$ cat src/assert_macros.svh
// ---------------------------------------------------------------------------
// assert_macros.svh
// shared concurrent assertion macros, clocked on i_clk, off while in reset
// ---------------------------------------------------------------------------
`ifndef ASSERT_MACROS_SVH
`define ASSERT_MACROS_SVH

// same-cycle implication
`define ASSERT_IMPLY(lbl, ante, cons) \
    lbl: assert property (@(posedge i_clk) disable iff (!i_rst_n) (ante) |-> (cons)) \
        else $error("same-cycle implication violated");

// next-cycle implication
`define ASSERT_NEXT(lbl, ante, cons) \
    lbl: assert property (@(posedge i_clk) disable iff (!i_rst_n) (ante) |=> (cons)) \
        else $error("next-cycle implication violated");

`endif

$ cat src/mtt_pkg.sv
// ---------------------------------------------------------------------------
// mtt_pkg
// widths, codes and shared types of the move toward target stepper
// ---------------------------------------------------------------------------
package mtt_pkg;

    localparam int PosW     = 24;               // q15.8 position
    localparam int SpdW     = 16;               // q12.4 speed
    localparam int TimeW    = 16;               // q0.16 time step
    localparam int StW      = SpdW + TimeW;     // speed * time, q12.20
    localparam int MulAW    = PosW;             // narrow multiplier operand
    localparam int NumW     = MulAW + StW;      // |d| * st
    localparam int SqW      = 2 * PosW + 1;     // dx^2 + dy^2
    localparam int RootW    = (SqW + 1) / 2;    // floor sqrt
    localparam int DenShift = 12;               // q.20 to q.8
    localparam int QuotW    = StW - DenShift;   // move magnitude bound
    localparam int DvsShift = DenShift + QuotW - 1;
    localparam int RootSteps = RootW;
    localparam int DivSteps  = QuotW;

    typedef enum logic {
        OP_LOAD = 1'b0,
        OP_STEP = 1'b1
    } t_op;

    // status of an iterative unit
    typedef struct packed {
        logic busy;
        logic done;
    } t_unit_stat;

endpackage

$ cat src/mtt_in_if.sv
// ---------------------------------------------------------------------------
// mtt_in_if
// command channel: load or step, target and motion parameters
// ---------------------------------------------------------------------------
interface mtt_in_if;
    import mtt_pkg::*;

    logic                   valid;
    logic                   ready;
    logic                   operation;
    logic signed [PosW-1:0] target_x;
    logic signed [PosW-1:0] target_y;
    logic [SpdW-1:0]        speed;
    logic [TimeW-1:0]       time_step;

    modport source (output valid, operation, target_x, target_y, speed, time_step,
                    input ready);
    modport sink   (input valid, operation, target_x, target_y, speed, time_step,
                    output ready);
endinterface

$ cat src/mtt_out_if.sv
// ---------------------------------------------------------------------------
// mtt_out_if
// result channel: new position and arrival flag
// ---------------------------------------------------------------------------
interface mtt_out_if;
    import mtt_pkg::*;

    logic                   valid;
    logic                   ready;
    logic signed [PosW-1:0] new_x;
    logic signed [PosW-1:0] new_y;
    logic                   arrived;

    modport source (output valid, new_x, new_y, arrived, input ready);
    modport sink   (input valid, new_x, new_y, arrived, output ready);
endinterface

$ cat src/mtt_mul.sv
// ---------------------------------------------------------------------------
// mtt_mul
// shared unsigned multiplier with registered product
// ---------------------------------------------------------------------------
module mtt_mul (
    input  logic                      i_clk,
    input  logic [mtt_pkg::MulAW-1:0] i_a,
    input  logic [mtt_pkg::StW-1:0]   i_b,
    output logic [mtt_pkg::NumW-1:0]  o_prod
);
    import mtt_pkg::*;

    logic [NumW-1:0] r_prod;

    always_ff @(posedge i_clk) begin
        r_prod <= NumW'(i_a) * NumW'(i_b);
    end

    assign o_prod = r_prod;

endmodule

$ cat src/mtt_sqrt.sv
// ---------------------------------------------------------------------------
// mtt_sqrt
// iterative floor square root, one root bit per cycle
// ---------------------------------------------------------------------------
`include "assert_macros.svh"

module mtt_sqrt (
    input  logic                      i_clk,
    input  logic                      i_rst_n,
    input  logic                      i_start,
    input  logic [mtt_pkg::SqW-1:0]   i_radicand,
    output mtt_pkg::t_unit_stat       o_stat,
    output logic [mtt_pkg::RootW-1:0] o_root
);
    import mtt_pkg::*;

    localparam int CntW = $clog2(RootSteps);
    localparam int RadW = 2 * RootW;
    localparam int RemW = RootW + 2;

    logic            r_busy;
    logic            r_done;
    logic [CntW-1:0] r_cnt;
    logic [RadW-1:0] r_rad;
    logic [RemW-1:0] r_rem;
    logic [RootW-1:0] r_root;

    logic [RemW-1:0] w_rem_sh;
    logic [RemW-1:0] w_trial;
    logic            w_ge;

    // bring down two radicand bits, try root*4+1
    assign w_rem_sh = {r_rem[RootW-1:0], r_rad[RadW-1 -: 2]};
    assign w_trial  = {r_root, 2'b01};
    assign w_ge     = w_rem_sh >= w_trial;

    always_ff @(posedge i_clk) begin
        if (!i_rst_n) begin
            r_busy <= 1'b0;
            r_done <= 1'b0;
            r_cnt  <= '0;
        end else begin
            r_done <= 1'b0;
            if (i_start) begin
                r_busy <= 1'b1;
                r_cnt  <= CntW'(RootSteps - 1);
            end else if (r_busy) begin
                if (r_cnt == '0) begin
                    r_busy <= 1'b0;
                    r_done <= 1'b1;
                end else begin
                    r_cnt <= r_cnt - 1'b1;
                end
            end
        end
    end

    always_ff @(posedge i_clk) begin
        if (i_start) begin
            r_rad  <= RadW'(i_radicand);
            r_rem  <= '0;
            r_root <= '0;
        end else if (r_busy) begin
            r_rad  <= {r_rad[RadW-3:0], 2'b00};
            r_rem  <= w_ge ? (w_rem_sh - w_trial) : w_rem_sh;
            r_root <= {r_root[RootW-2:0], w_ge};
        end
    end

    assign o_stat.busy = r_busy;
    assign o_stat.done = r_done;
    assign o_root      = r_root;

    `ASSERT_NEXT(a_sqrt_start_runs, i_start, r_busy && !r_done)
    `ASSERT_NEXT(a_sqrt_done_pulse, r_done && !i_start, !r_done && !r_busy)

endmodule

$ cat src/mtt_div.sv
// ---------------------------------------------------------------------------
// mtt_div
// iterative restoring divider, |d| * st / (dist << 12), one quotient bit per cycle
// ---------------------------------------------------------------------------
`include "assert_macros.svh"

module mtt_div (
    input  logic                      i_clk,
    input  logic                      i_rst_n,
    input  logic                      i_start,
    input  logic [mtt_pkg::NumW-1:0]  i_dividend,
    input  logic [mtt_pkg::RootW-1:0] i_dist,
    output mtt_pkg::t_unit_stat       o_stat,
    output logic [mtt_pkg::QuotW-1:0] o_quot
);
    import mtt_pkg::*;

    localparam int CntW = $clog2(DivSteps);

    logic             r_busy;
    logic             r_done;
    logic [CntW-1:0]  r_cnt;
    logic [NumW-1:0]  r_rem;
    logic [NumW-1:0]  r_dvs;
    logic [QuotW-1:0] r_quot;

    logic w_ge;

    assign w_ge = r_rem >= r_dvs;

    always_ff @(posedge i_clk) begin
        if (!i_rst_n) begin
            r_busy <= 1'b0;
            r_done <= 1'b0;
            r_cnt  <= '0;
        end else begin
            r_done <= 1'b0;
            if (i_start) begin
                r_busy <= 1'b1;
                r_cnt  <= CntW'(DivSteps - 1);
            end else if (r_busy) begin
                if (r_cnt == '0) begin
                    r_busy <= 1'b0;
                    r_done <= 1'b1;
                end else begin
                    r_cnt <= r_cnt - 1'b1;
                end
            end
        end
    end

    // quotient is known to fit, so the divisor starts at its top aligned position
    always_ff @(posedge i_clk) begin
        if (i_start) begin
            r_rem  <= i_dividend;
            r_dvs  <= NumW'({i_dist, {DvsShift{1'b0}}});
            r_quot <= '0;
        end else if (r_busy) begin
            r_rem  <= w_ge ? (r_rem - r_dvs) : r_rem;
            r_dvs  <= r_dvs >> 1;
            r_quot <= {r_quot[QuotW-2:0], w_ge};
        end
    end

    assign o_stat.busy = r_busy;
    assign o_stat.done = r_done;
    assign o_quot      = r_quot;

    `ASSERT_NEXT(a_div_start_runs, i_start, r_busy && !r_done)
    `ASSERT_NEXT(a_div_done_pulse, r_done && !i_start, !r_done && !r_busy)

endmodule

$ cat src/move_toward_target_step_unit.sv
// ---------------------------------------------------------------------------
// move_toward_target_step_unit
// fixed point 2-d stepper that moves a stored position toward a target
// ---------------------------------------------------------------------------
// The unit holds a q15.8 position (x, y), zero after reset. A load beat copies
// target_x/target_y into the position and returns it with arrived low. A step
// beat moves the position toward the target by speed * time_step along the
// unit direction: dist = floor(sqrt(dx^2 + dy^2)) and each axis moves by
// |d| * speed * time_step / (dist * 4096), truncated toward zero. If the new
// coordinate on the dominant axis (x when |dx| > |dy|) lands strictly past the
// target, the position snaps to the target and arrived is set; otherwise each
// coordinate saturates to the 24-bit range. A step with the position already
// on the target returns it unchanged with arrived set.
// Timing: one beat at a time; i_cmd.ready is low while a beat is in work. A
// step result runs through the shared multiplier (dx^2, dy^2, speed*time,
// |dx|*st, |dy|*st), the bit-serial square root (25 root bits), one
// bit-serial divider run twice (20 quotient bits each, x then y) and the
// commit state. A load or a step at the target goes straight to the commit
// state. Ready returns with the result. The result sits in an output
// register, so the next beat is accepted while a result waits to be taken;
// a finished beat holds in its commit state until the output register is free.
// ---------------------------------------------------------------------------
`include "assert_macros.svh"

module move_toward_target_step_unit (
    input  logic       i_clk,
    input  logic       i_rst_n,
    mtt_in_if.sink     i_cmd,
    mtt_out_if.source  o_res
);
    import mtt_pkg::*;

    // sequencer states
    typedef enum logic [5:0] {
        S_IDLE = 6'b000001,
        S_MUL  = 6'b000010,
        S_ROOT = 6'b000100,
        S_DIVX = 6'b001000,
        S_DIVY = 6'b010000,
        S_FIN  = 6'b100000
    } t_state;

    // multiplier slots
    localparam logic [2:0] MS_AXX = 3'd0;   // ax * ax
    localparam logic [2:0] MS_AYY = 3'd1;   // ay * ay, capture ax^2
    localparam logic [2:0] MS_ST  = 3'd2;   // speed * time, add ay^2
    localparam logic [2:0] MS_AXS = 3'd3;   // ax * st, capture st
    localparam logic [2:0] MS_AYS = 3'd4;   // ay * st, capture ax * st
    localparam logic [2:0] MS_END = 3'd5;   // capture ay * st, start root

    localparam int ExtW = PosW + 2;
    localparam logic signed [ExtW-1:0] PosMaxE = ExtW'(2 ** (PosW - 1) - 1);
    localparam logic signed [ExtW-1:0] PosMinE = ~PosMaxE;

    function automatic logic signed [PosW-1:0] sat_pos(input logic signed [ExtW-1:0] v);
        logic signed [PosW-1:0] res;
        if (v > PosMaxE) begin
            res = PosMaxE[PosW-1:0];
        end else if (v < PosMinE) begin
            res = PosMinE[PosW-1:0];
        end else begin
            res = v[PosW-1:0];
        end
        return res;
    endfunction

    t_state r_state;
    logic [2:0] r_step;

    // position and beat operands
    logic signed [PosW-1:0] r_cur_x, r_cur_y;
    logic signed [PosW-1:0] r_tx, r_ty;
    logic [SpdW-1:0]        r_speed;
    logic [TimeW-1:0]       r_time;
    logic [PosW-1:0]        r_ax, r_ay;
    logic                   r_sx, r_sy, r_xdom;

    // intermediate results
    logic [SqW-1:0]   r_sq;
    logic [StW-1:0]   r_st;
    logic [NumW-1:0]  r_num_x, r_num_y;
    logic [QuotW-1:0] r_qx;

    // pending result, committed in S_FIN
    logic signed [PosW-1:0] r_new_x, r_new_y;
    logic                   r_new_arr;

    // output register
    logic                   r_out_valid;
    logic signed [PosW-1:0] r_out_x, r_out_y;
    logic                   r_out_arr;

    // deltas of an incoming beat
    logic signed [PosW:0] w_dx, w_dy;
    logic [PosW-1:0]      w_ax, w_ay;
    logic                 w_accept;

    // shared units
    logic [MulAW-1:0] w_mul_a;
    logic [StW-1:0]   w_mul_b;
    logic [NumW-1:0]  w_prod;
    logic             w_sqrt_start;
    t_unit_stat       w_sqrt_stat;
    logic [RootW-1:0] w_root;
    logic             w_div_start;
    logic [NumW-1:0]  w_div_num;
    t_unit_stat       w_div_stat;
    logic [QuotW-1:0] w_quot;
    logic             w_div_phase;

    // final move
    logic signed [ExtW-1:0] w_mv_x, w_mv_y, w_nx, w_ny, w_tx_e, w_ty_e;
    logic                   w_arr;
    logic                   w_out_free;

    assign w_accept = i_cmd.valid && i_cmd.ready;
    assign i_cmd.ready = (r_state == S_IDLE);

    assign w_dx = {i_cmd.target_x[PosW-1], i_cmd.target_x} - {r_cur_x[PosW-1], r_cur_x};
    assign w_dy = {i_cmd.target_y[PosW-1], i_cmd.target_y} - {r_cur_y[PosW-1], r_cur_y};
    // magnitudes stay below 2^24
    assign w_ax = w_dx[PosW] ? PosW'(-w_dx) : w_dx[PosW-1:0];
    assign w_ay = w_dy[PosW] ? PosW'(-w_dy) : w_dy[PosW-1:0];

    // multiplier operand select, st straight from the product for ax * st
    always_comb begin
        case (r_step)
            MS_AXX: begin
                w_mul_a = r_ax;
                w_mul_b = StW'(r_ax);
            end
            MS_AYY: begin
                w_mul_a = r_ay;
                w_mul_b = StW'(r_ay);
            end
            MS_ST: begin
                w_mul_a = MulAW'(r_speed);
                w_mul_b = StW'(r_time);
            end
            MS_AXS: begin
                w_mul_a = r_ax;
                w_mul_b = w_prod[StW-1:0];
            end
            MS_AYS: begin
                w_mul_a = r_ay;
                w_mul_b = r_st;
            end
            default: begin
                w_mul_a = '0;
                w_mul_b = '0;
            end
        endcase
    end

    mtt_mul u_mul (
        .i_clk  (i_clk),
        .i_a    (w_mul_a),
        .i_b    (w_mul_b),
        .o_prod (w_prod)
    );

    assign w_sqrt_start = (r_state == S_MUL) && (r_step == MS_END);

    mtt_sqrt u_sqrt (
        .i_clk      (i_clk),
        .i_rst_n    (i_rst_n),
        .i_start    (w_sqrt_start),
        .i_radicand (r_sq),
        .o_stat     (w_sqrt_stat),
        .o_root     (w_root)
    );

    // divider runs for x once the root is out, then again for y
    assign w_div_start = ((r_state == S_ROOT) && w_sqrt_stat.done) ||
                         ((r_state == S_DIVX) && w_div_stat.done);
    assign w_div_num   = (r_state == S_ROOT) ? r_num_x : r_num_y;
    assign w_div_phase = (r_state == S_DIVX) || (r_state == S_DIVY);

    mtt_div u_div (
        .i_clk      (i_clk),
        .i_rst_n    (i_rst_n),
        .i_start    (w_div_start),
        .i_dividend (w_div_num),
        .i_dist     (w_root),
        .o_stat     (w_div_stat),
        .o_quot     (w_quot)
    );

    // apply signed moves, y quotient taken as it leaves the divider
    assign w_mv_x = r_sx ? -ExtW'(r_qx)   : ExtW'(r_qx);
    assign w_mv_y = r_sy ? -ExtW'(w_quot) : ExtW'(w_quot);
    assign w_nx   = ExtW'(r_cur_x) + w_mv_x;
    assign w_ny   = ExtW'(r_cur_y) + w_mv_y;
    assign w_tx_e = ExtW'(r_tx);
    assign w_ty_e = ExtW'(r_ty);

    // overshoot on the dominant axis
    assign w_arr = r_xdom ? (r_sx ? (w_nx < w_tx_e) : (w_nx > w_tx_e))
                          : (r_sy ? (w_ny < w_ty_e) : (w_ny > w_ty_e));

    assign w_out_free = !r_out_valid || o_res.ready;

    // sequencer
    always_ff @(posedge i_clk) begin
        if (!i_rst_n) begin
            r_state     <= S_IDLE;
            r_step      <= MS_AXX;
            r_out_valid <= 1'b0;
            r_cur_x     <= '0;
            r_cur_y     <= '0;
        end else begin
            // output register fills on commit, empties when taken
            if (r_state == S_FIN && w_out_free) begin
                r_out_valid <= 1'b1;
            end else if (r_out_valid && o_res.ready) begin
                r_out_valid <= 1'b0;
            end
            case (r_state)
                S_IDLE: begin
                    if (w_accept) begin
                        r_step <= MS_AXX;
                        if (t_op'(i_cmd.operation) == OP_LOAD) begin
                            r_state <= S_FIN;
                        end else if (w_dx == '0 && w_dy == '0) begin
                            r_state <= S_FIN;
                        end else begin
                            r_state <= S_MUL;
                        end
                    end
                end
                S_MUL: begin
                    if (r_step == MS_END) begin
                        r_state <= S_ROOT;
                    end else begin
                        r_step <= r_step + 1'b1;
                    end
                end
                S_ROOT: begin
                    if (w_sqrt_stat.done) begin
                        r_state <= S_DIVX;
                    end
                end
                S_DIVX: begin
                    if (w_div_stat.done) begin
                        r_state <= S_DIVY;
                    end
                end
                S_DIVY: begin
                    if (w_div_stat.done) begin
                        r_state <= S_FIN;
                    end
                end
                S_FIN: begin
                    // commit once the output register is free
                    if (w_out_free) begin
                        r_cur_x     <= r_new_x;
                        r_cur_y     <= r_new_y;
                        r_state     <= S_IDLE;
                    end
                end
                default: begin
                    r_state <= S_IDLE;
                end
            endcase
        end
    end

    // datapath
    always_ff @(posedge i_clk) begin
        if (w_accept) begin
            r_tx    <= i_cmd.target_x;
            r_ty    <= i_cmd.target_y;
            r_speed <= i_cmd.speed;
            r_time  <= i_cmd.time_step;
            r_ax    <= w_ax;
            r_ay    <= w_ay;
            r_sx    <= w_dx[PosW];
            r_sy    <= w_dy[PosW];
            r_xdom  <= w_ax > w_ay;
            if (t_op'(i_cmd.operation) == OP_LOAD) begin
                r_new_x   <= i_cmd.target_x;
                r_new_y   <= i_cmd.target_y;
                r_new_arr <= 1'b0;
            end else begin
                // already on target, kept unless the full step runs
                r_new_x   <= r_cur_x;
                r_new_y   <= r_cur_y;
                r_new_arr <= 1'b1;
            end
        end

        if (r_state == S_MUL) begin
            case (r_step)
                MS_AYY:  r_sq    <= SqW'(w_prod);
                MS_ST:   r_sq    <= r_sq + SqW'(w_prod);
                MS_AXS:  r_st    <= w_prod[StW-1:0];
                MS_AYS:  r_num_x <= w_prod;
                MS_END:  r_num_y <= w_prod;
                default: ;
            endcase
        end

        if (r_state == S_DIVX && w_div_stat.done) begin
            r_qx <= w_quot;
        end

        if (r_state == S_DIVY && w_div_stat.done) begin
            r_new_arr <= w_arr;
            if (w_arr) begin
                r_new_x <= r_tx;
                r_new_y <= r_ty;
            end else begin
                r_new_x <= sat_pos(w_nx);
                r_new_y <= sat_pos(w_ny);
            end
        end

        if (r_state == S_FIN && w_out_free) begin
            r_out_x   <= r_new_x;
            r_out_y   <= r_new_y;
            r_out_arr <= r_new_arr;
        end
    end

    assign o_res.valid   = r_out_valid;
    assign o_res.new_x   = r_out_x;
    assign o_res.new_y   = r_out_y;
    assign o_res.arrived = r_out_arr;

    `ASSERT_IMPLY(a_out_is_position, r_out_valid, (r_out_x == r_cur_x) && (r_out_y == r_cur_y))
    `ASSERT_IMPLY(a_root_in_work, r_state == S_ROOT, w_sqrt_stat.busy || w_sqrt_stat.done)
    `ASSERT_IMPLY(a_div_in_work, w_div_phase, w_div_stat.busy || w_div_stat.done)
    `ASSERT_NEXT(a_busy_after_beat, w_accept, !i_cmd.ready)

endmodule

$ cat src/flat_wrapper.sv
// flat-port wrapper written by rule: the top's interface ports become plain ports
module move_toward_target_step_unit_flat import mtt_pkg::*;
  (i_clk, i_rst_n, i_cmd_valid, i_cmd_operation, i_cmd_target_x, i_cmd_target_y, i_cmd_speed, i_cmd_time_step, i_cmd_ready, o_res_valid, o_res_new_x, o_res_new_y, o_res_arrived, o_res_ready);
  mtt_in_if i_cmd_i ();
  mtt_out_if o_res_i ();
  input  logic i_clk;
  input  logic i_rst_n;
  input wire logic [$bits(i_cmd_i.valid)-1:0] i_cmd_valid;
  input wire logic [$bits(i_cmd_i.operation)-1:0] i_cmd_operation;
  input wire logic [$bits(i_cmd_i.target_x)-1:0] i_cmd_target_x;
  input wire logic [$bits(i_cmd_i.target_y)-1:0] i_cmd_target_y;
  input wire logic [$bits(i_cmd_i.speed)-1:0] i_cmd_speed;
  input wire logic [$bits(i_cmd_i.time_step)-1:0] i_cmd_time_step;
  output wire logic [$bits(i_cmd_i.ready)-1:0] i_cmd_ready;
  output wire logic [$bits(o_res_i.valid)-1:0] o_res_valid;
  output wire logic [$bits(o_res_i.new_x)-1:0] o_res_new_x;
  output wire logic [$bits(o_res_i.new_y)-1:0] o_res_new_y;
  output wire logic [$bits(o_res_i.arrived)-1:0] o_res_arrived;
  input wire logic [$bits(o_res_i.ready)-1:0] o_res_ready;
  assign i_cmd_i.valid = i_cmd_valid;
  assign i_cmd_i.operation = i_cmd_operation;
  assign i_cmd_i.target_x = i_cmd_target_x;
  assign i_cmd_i.target_y = i_cmd_target_y;
  assign i_cmd_i.speed = i_cmd_speed;
  assign i_cmd_i.time_step = i_cmd_time_step;
  assign i_cmd_ready = i_cmd_i.ready;
  assign o_res_valid = o_res_i.valid;
  assign o_res_new_x = o_res_i.new_x;
  assign o_res_new_y = o_res_i.new_y;
  assign o_res_arrived = o_res_i.arrived;
  assign o_res_i.ready = o_res_ready;
  move_toward_target_step_unit u_core (.i_clk(i_clk), .i_rst_n(i_rst_n), .i_cmd(i_cmd_i), .o_res(o_res_i));
endmodule
$ cat config.mk
export PLATFORM = sky130hd
export DESIGN_NAME = move_toward_target_step_unit_flat
export DESIGN_NICKNAME = d
export VERILOG_FILES = /design/src/mtt_pkg.sv /design/src/mtt_in_if.sv /design/src/mtt_out_if.sv /design/src/mtt_mul.sv /design/src/mtt_sqrt.sv /design/src/mtt_div.sv /design/src/move_toward_target_step_unit.sv /design/src/flat_wrapper.sv
export VERILOG_INCLUDE_DIRS = /design/src /design/src/src
export SDC_FILE = /design/constraint.sdc
export NUM_CORES = 2
export LEC_CHECK = 0
export ABC_CLOCK_PERIOD_IN_PS = 10200
export BUFFER_PORTS_ARGS = -buffer_cell sky130_fd_sc_hd__buf_4
export CORE_MARGIN = 2
export CORE_UTILIZATION = 35
export DETAILED_ROUTE_END_ITERATION = 7
export PLACE_DENSITY = 0.59
export SLEW_MARGIN = 25
export SYNTH_ARGS = -nofsm -noshare
export SYNTH_HDL_FRONTEND = slang
export SYNTH_SLANG_ARGS = --single-unit
$ cat constraint.sdc
create_clock -name i_clk -period 10.2 [get_ports i_clk]
set_input_delay 0.51 -clock i_clk [delete_from_list [all_inputs] [get_ports i_clk]]
set_output_delay 0.51 -clock i_clk [all_outputs]
set_load 0.005 [all_outputs]
======== Yosys cells after proc, flatten, opt, wreduce, memory -nomap -nowiden ========
Cells that the tools add are included.
operators by class
  add/subtract/negate cells ............... 14
  $lt $le $gt $ge ......................... 11
  multipliers ............................. 1
  bitwise gates (word level) .............. 5
  equal/unequal tests ..................... 20
  reduce and logical (&&, ||, !) cells .... 41
  muxes and demuxes ....................... 62
operators with widths
  operator                                                                            number
  24-bit 2-to-1 mux                                                                   14
  56-bit 2-to-1 mux                                                                   6
  32-bit case mux with 5 select lines                                                 1
  49-bit 2-to-1 mux                                                                   2
  49-bit case mux with 2 select lines                                                 1
  24-bit case mux with 3 select lines                                                 1
  56-bit greater-or-equal comparator                                                  1
  24-bit by 32-bit multiplier with 56-bit output                                      1
  56-bit subtractor                                                                   1
  24-bit by 26-bit adder with 26-bit output                                           2
  26-bit by 24-bit greater-than comparator with 1-bit output                          2
  26-bit by 24-bit greater-than comparator with 1-bit output (second input constant)  2
  26-bit by 24-bit < comparator with 1-bit output                                     2
  26-bit by 24-bit < comparator with 1-bit output (second input constant)             2
  26-bit 2-to-1 mux                                                                   2
  20-bit negator with 26-bit output                                                   2
  25-bit logical NOT                                                                  2
  24-bit by 24-bit subtractor with 25-bit output                                      2
  49-bit adder                                                                        1
  6-bit 2-to-1 mux                                                                    8
  24-bit negator                                                                      2
  6-bit case mux with 6 select lines                                                  1
  5-bit 2-to-1 mux                                                                    6
  27-bit greater-or-equal comparator                                                  1
  other kinds (31)                                                                    89
word-level totals
  output and inout bits ................... 51
  flip-flop bits (word level) ............. 802
  logic and storage cells ................. 196
  input port bits ......................... 85

======== Depth between registers and ports, before layout ========
  depth after elaboration ................. 8
  mapped depth ............................ 38
  gate-level depth less buffers ........... 33

======== Hierarchy ========
A second synthesis with hierarchy kept.
second synthesis, totals
  cell total of the unflattened synthesis .. 7,775
  area, all modules ....................... 72,849.9 sq um
modules (own cells, without submodules)
  module                        sequential area each (sq um)  area each (sq um)  instances  cells an instance
  move_toward_target_step_unit  14,433.8                      31,770.5           1          3,256
  mtt_mul                       1,121.1                       26,070.0           1          2,903
  mtt_div                       3,593.4                       8,974.9            1          1,023
  mtt_sqrt                      2,632.5                       6,034.5            1          593

======== Worst setup path before layout ========
Ideal clock, no wire load.
  path type ............................... reg2reg
  start ................................... reg u_core.r_step[0]
  end ..................................... reg u_core.u_mul.r_prod[55], in the netlist u_core.u_mul.o_prod[55]
  path buffers ............................ 4
  setup time .............................. 72 ps
  data required time ...................... 10,128 ps
  stages on the path, launching flop included .. 36
  path slack .............................. 1,346 ps
  clock period less this slack ............ 8,854 ps
  arrival ................................. 8,782 ps
  path through ............................ dfxtp_1 -> inv_1 -> ha_1 -> clkbuf_1 -> nor2b_1 -> or2_2 -> clkbuf_1 -> clkbuf_1 -> nand2_1 -> a31oi_1 -> clkbuf_1 -> nand2_1 -> fa_1 -> inv_1 -> fa_1 -> inv_1 -> fa_1 -> fa_1 -> inv_1 -> fa_1 -> fa_1 -> inv_1 -> fa_1 -> inv_1 -> ha_1 -> a21o_1 -> a21o_1 -> a221oi_1 -> nor2_1 -> a211o_1 -> o211ai_1 -> a31oi_1 -> a311o_1 -> a311o_1 -> a21oi_1 -> xnor2_1
between the ends
  cells in the longest elaborated chain, start to end .. 4
  elaborated cells on any way between the ends .. 10
  those cells by class .................... mul (1); eq/ne (4); mux (2); reduce/logical (3)
ends and longest elaborated chain
  item                                                              line                                 RTL
  from (decl)                                                       move_toward_target_step_unit.sv:68   logic [2:0] r_step;
  from (signal assigned)                                            move_toward_target_step_unit.sv:235  r_step <= r_step + 1'b1;
  3-bit by 1-bit == test with 1-bit output (tied with other cells)  move_toward_target_step_unit.sv:127  case (r_step)
  2-bit OR reduction (no source line)                               -
  24-bit case mux with 3 select lines                               move_toward_target_step_unit.sv:127
  24-bit by 32-bit multiplier with 56-bit output (*)                mtt_mul.sv:16                        r_prod <= NumW'(i_a) * NumW'(i_b);
  to (signal assigned)                                              mtt_mul.sv:16
  to (decl)                                                         mtt_mul.sv:13                        logic [NumW-1:0] r_prod;
Mark *: on every way between the ends. The rest lies on a longest branch, timed or not.
A chain may end at the register's enable or synchronous reset.

======== Worst setup path in the final report ========
  start ................................... reg u_core.r_step[1]
  end ..................................... reg u_core.u_mul.r_prod[54], in the netlist u_core.u_mul.o_prod[54]
Same word-level chain as after synthesis.

==> results.sh <==
export IMPL_run_status="finished, final reports clean"
export IMPL_design_core_area_um2=200000
export IMPL_post_drt_via_cell_ratio=5.28
export IMPL_setup_repair_after_global_routing_missed_its_margin="false"
export IMPL_max_cap_violations=0
export IMPL_yosysSeqAreaShare_pct=31.0
export IMPL_synthesis_warning_total=0
export IMPL_asyncSetResetFlopFracSynth_pct=0
export IMPL_final_hold_violation_count=0
export IMPL_post_route_non_filler_standard_cell_count=10500
export IMPL_worst_skew_pair_late_latency_ns=0.77
export IMPL_timing_slew_headroom_pct=21.0
export IMPL_post_synth_cell_area_avg_um2=9.27
export IMPL_ys_dominant_reg_cell="sky130_fd_sc_hd__edfxtp_1"
export IMPL_seqCellArea_um2=21800
export IMPL_cpMaxStageDelayCell="sky130_fd_sc_hd__a31oi_2"
export IMPL_grt_total_usage_pct=22.0
export IMPL_postSynthCellCount=7579
export IMPL_grt_pass1_vias=55300
export IMPL_fin_setup_tns_ns=0
export IMPL_drt_first_iter_violations=4674
export IMPL_timing_critical_path_arrival_ns=10.35
export IMPL_cp_required_ns=10.79
export IMPL_netlist_cell_type_count=100
export IMPL_layout_drive_gt1_share_pct=6.98
export IMPL_min_path_type="input pin to flop"
export IMPL_die_width_um=452
export IMPL_finalHoldWorstSlack_ns=0.0469
export IMPL_synthesis_nets=8828
export IMPL_endpoint_kind="flop"
export IMPL_global_route_overflow_total=0
export IMPL_cts_made_buffers=95
export IMPL_die_footprint_um2=204000
export IMPL_maxClockFrequency_mhz=103
export IMPL_synth_enable_flop_cells=572
export IMPL_multi_input_area_um2=43400
export IMPL_htreeDepth=3
export IMPL_cts_path_max_buffers=3
export IMPL_clock_skew_ns=0.0556
export IMPL_cp_max_fo=24
export IMPL_finalNetCount=8977
export IMPL_initial_utilization_pct=35.2
export IMPL_avgRoutedWirePerCell_um=21.8
export IMPL_route_vias_total=55300
export IMPL_slew_viol_final=0
export IMPL_postSynthRegisterBits=802
export IMPL_layout_min_cycle_time_ns=9.75
export IMPL_final_setup_viol_count=0
export IMPL_die_y_um=452
export IMPL_number_of_inserted_filler_cells_in_the_final_layout=19700
export IMPL_syn_to_final_growth_pct=12.3
export IMPL_grt_start_max_net_pins=97
export IMPL_antenna_left=0
export IMPL_design_portCount=136
export IMPL_routed_wl_um=228000
export IMPL_syn_area_um2=70300
export IMPL_clock_root_buffer="sky130_fd_sc_hd__clkbuf_16"
export IMPL_start_kind="flop"
export IMPL_placement_rows=164
export IMPL_grt_antenna_before_repair=10
export IMPL_max_slew_worst_pin_slew_ns=1.18
export IMPL_post_place_cells=10200
export IMPL_portBuffers=135
export IMPL_finalCritPeriodShare_pct=95.6
export IMPL_timing_worst_setup_path_type="flop to flop"
export IMPL_cts_sinks=802
export IMPL_grt_pass1_wl_um=343000
export IMPL_gpl_final_weighted_congestion=0.983
export IMPL_place_detailed_hpwl_um=178000
export IMPL_drtPass1Iterations=7
export IMPL_cts_tree="done"
export IMPL_drcViolationCount=0
export IMPL_clkTransAtPathRegs_ns=0.06
export IMPL_crit_path_max_incr_delay_ns=0.76
export IMPL_cell_repeated_most_along_the_worst_path="sky130_fd_sc_hd__fa_1"
## state kept, by name (all words and copies together), names as in the netlist, 16 cells and up
| name | count |
|---|---|
| u_core.r_speed | 16 |
| u_core.u_sqrt.r_rem | 25 |
| u_core.u_div.r_dvs | 56 |
| u_core.o_res.new_y | 24 |
| u_core.u_div.r_rem | 56 |
| u_core.r_cur_x | 24 |
| u_core.r_num_y | 56 |
| u_core.r_num_x | 56 |
| u_core.r_tx | 24 |
| u_core.r_st | 32 |
| u_core.r_new_x | 24 |
| u_core.r_ay | 24 |
| u_core.r_qx | 20 |
| u_core.r_time | 16 |
| u_core.u_sqrt.r_rad | 50 |
| u_core.r_ax | 24 |
| u_core.u_div.o_quot | 20 |
| u_core.u_mul.o_prod | 56 |
| u_core.r_ty | 24 |
| u_core.u_sqrt.o_root | 25 |
| u_core.r_new_y | 24 |
| u_core.r_cur_y | 24 |
| u_core.o_res.new_x | 24 |
| u_core.r_sq | 49 |
## synth_stat cells, types with 74 or more instances
cell type / instances / area, µm²
sky130_fd_sc_hd__a211oi_1: 74 / 556
sky130_fd_sc_hd__a21o_1: 184 / 1380
sky130_fd_sc_hd__a21oi_1: 277 / 1390
sky130_fd_sc_hd__a31oi_1: 78 / 488
sky130_fd_sc_hd__clkbuf_1: 271 / 1020
sky130_fd_sc_hd__dfxtp_1: 230 / 4600
sky130_fd_sc_hd__edfxtp_1: 572 / 17200
sky130_fd_sc_hd__fa_1: 664 / 13300
sky130_fd_sc_hd__ha_1: 500 / 6260
sky130_fd_sc_hd__inv_1: 1075 / 4040
sky130_fd_sc_hd__mux2i_1: 127 / 1270
sky130_fd_sc_hd__nand2_1: 1161 / 4360
sky130_fd_sc_hd__nand3_1: 105 / 526
sky130_fd_sc_hd__nor2_1: 675 / 2530
sky130_fd_sc_hd__o21ai_0: 279 / 1400
sky130_fd_sc_hd__xnor2_1: 219 / 1920
sky130_fd_sc_hd__xor2_1: 104 / 911
## per-stage QoR
stage / util [%] / instance area (µm²) / worst slack, ns
4_1_cts: 39.5 / 78900 / 0.332
6_report: 39.5 / 78900 / 0.445
2_1_floorplan: - / 70300 / 1.35
5_1_grt: 39.5 / 78900 / 0.0290
3_5_place_dp: 37.5 / 74800 / 0.390
3_3_place_gp: 37.5 / 74800 / 0.625
## critical path: cells and delay by family (launching register included)
kind                       cells  cell delay, ns
adders and majority gates      9            4.15
buffers and inverters          8            0.88
xor gates and xnor gates       1            0.16
and+or+nand+nor                8            1.53
DFF                            1            0.36
AOI/OAI and AO/OA              7            2.51
## worst paths after layout
kind	startpoint	cells after the start	slack, ns	to
max	u_core.r_step[1]$_SDFFE_PN0P_	33	0.45	u_core.u_mul.o_prod[54]$_DFF_P_
max reg2reg	u_core.r_step[1]$_SDFFE_PN0P_	33	0.45	u_core.u_mul.o_prod[54]$_DFF_P_
min reg2reg	u_core.u_mul.o_prod[53]$_DFF_P_	0	0.43	u_core.r_num_y[53]$_DFFE_PP_
min	i_cmd_target_y[8]	1	0.05	u_core.r_ty[8]$_DFFE_PP_
## layout by cell type (no fill, tap or decap), drive strengths merged, types with 55 or more instances in the layout
master and instances:
nor2 675, nand4 55, inv 1079, nand2b 56, o21ai 289, dfxtp 230
mux2i 127, nand3 105, xor2 105, a21oi 278, ha 500, clkbuf 119
nand2 1161, nor3 65, a21o 184, dlygate4sd3 78, a211oi 75, a31oi 78
xnor2 220, buf 305, fa 664, o21a 66, a21boi 68, edfxtp 572
## area by class of cell
class / count / share of cell area (%)
clock buffers: 119 / 3.20
flip-flops and latches: 802 / 27.6
multi-input cells: 5370 / 55.0
clock inverters: 58 / 0.923
repair buffers: 383 / 3.95
diodes: 4 / 0.0127
inverters: 1076 / 5.13
well taps: 2656 / 4.21
## what timing repair did
item                                   4_1_cts  5_1_grt
setup endpoints to repair                    0        1
buffers inserted                             0        0
hold buffers                                78        0
resized for setup                            0        1
endpoints found under the hold margin       78        0
## cell families (layout without fill, tap and decap cells)
kind of cell	Yosys count	count (layout)	synth area share, %
muxes	137	137	1.97
other	0	4	0
adders and majority gates	1164	1164	27.8
DFF	802	802	31.0
buffers and inverters	1407	1636	7.60
AOI/OAI and AO/OA	1370	1370	13.0
and+or+nand+nor	2374	2374	14.5
xor gates and xnor gates	325	325	4.07
## layer usage
layer / global-route usage (%) / wire [µm]
met1: 29.7 / 98000
met2: 33.5 / 98600
met3: 5.09 / 19600
met4: 10.0 / 11600
met5: 0 / 32
Power is left out: the tool's default activity adds up to more than one toggle a clock period on the data nets, which glitch-free logic cannot reach.
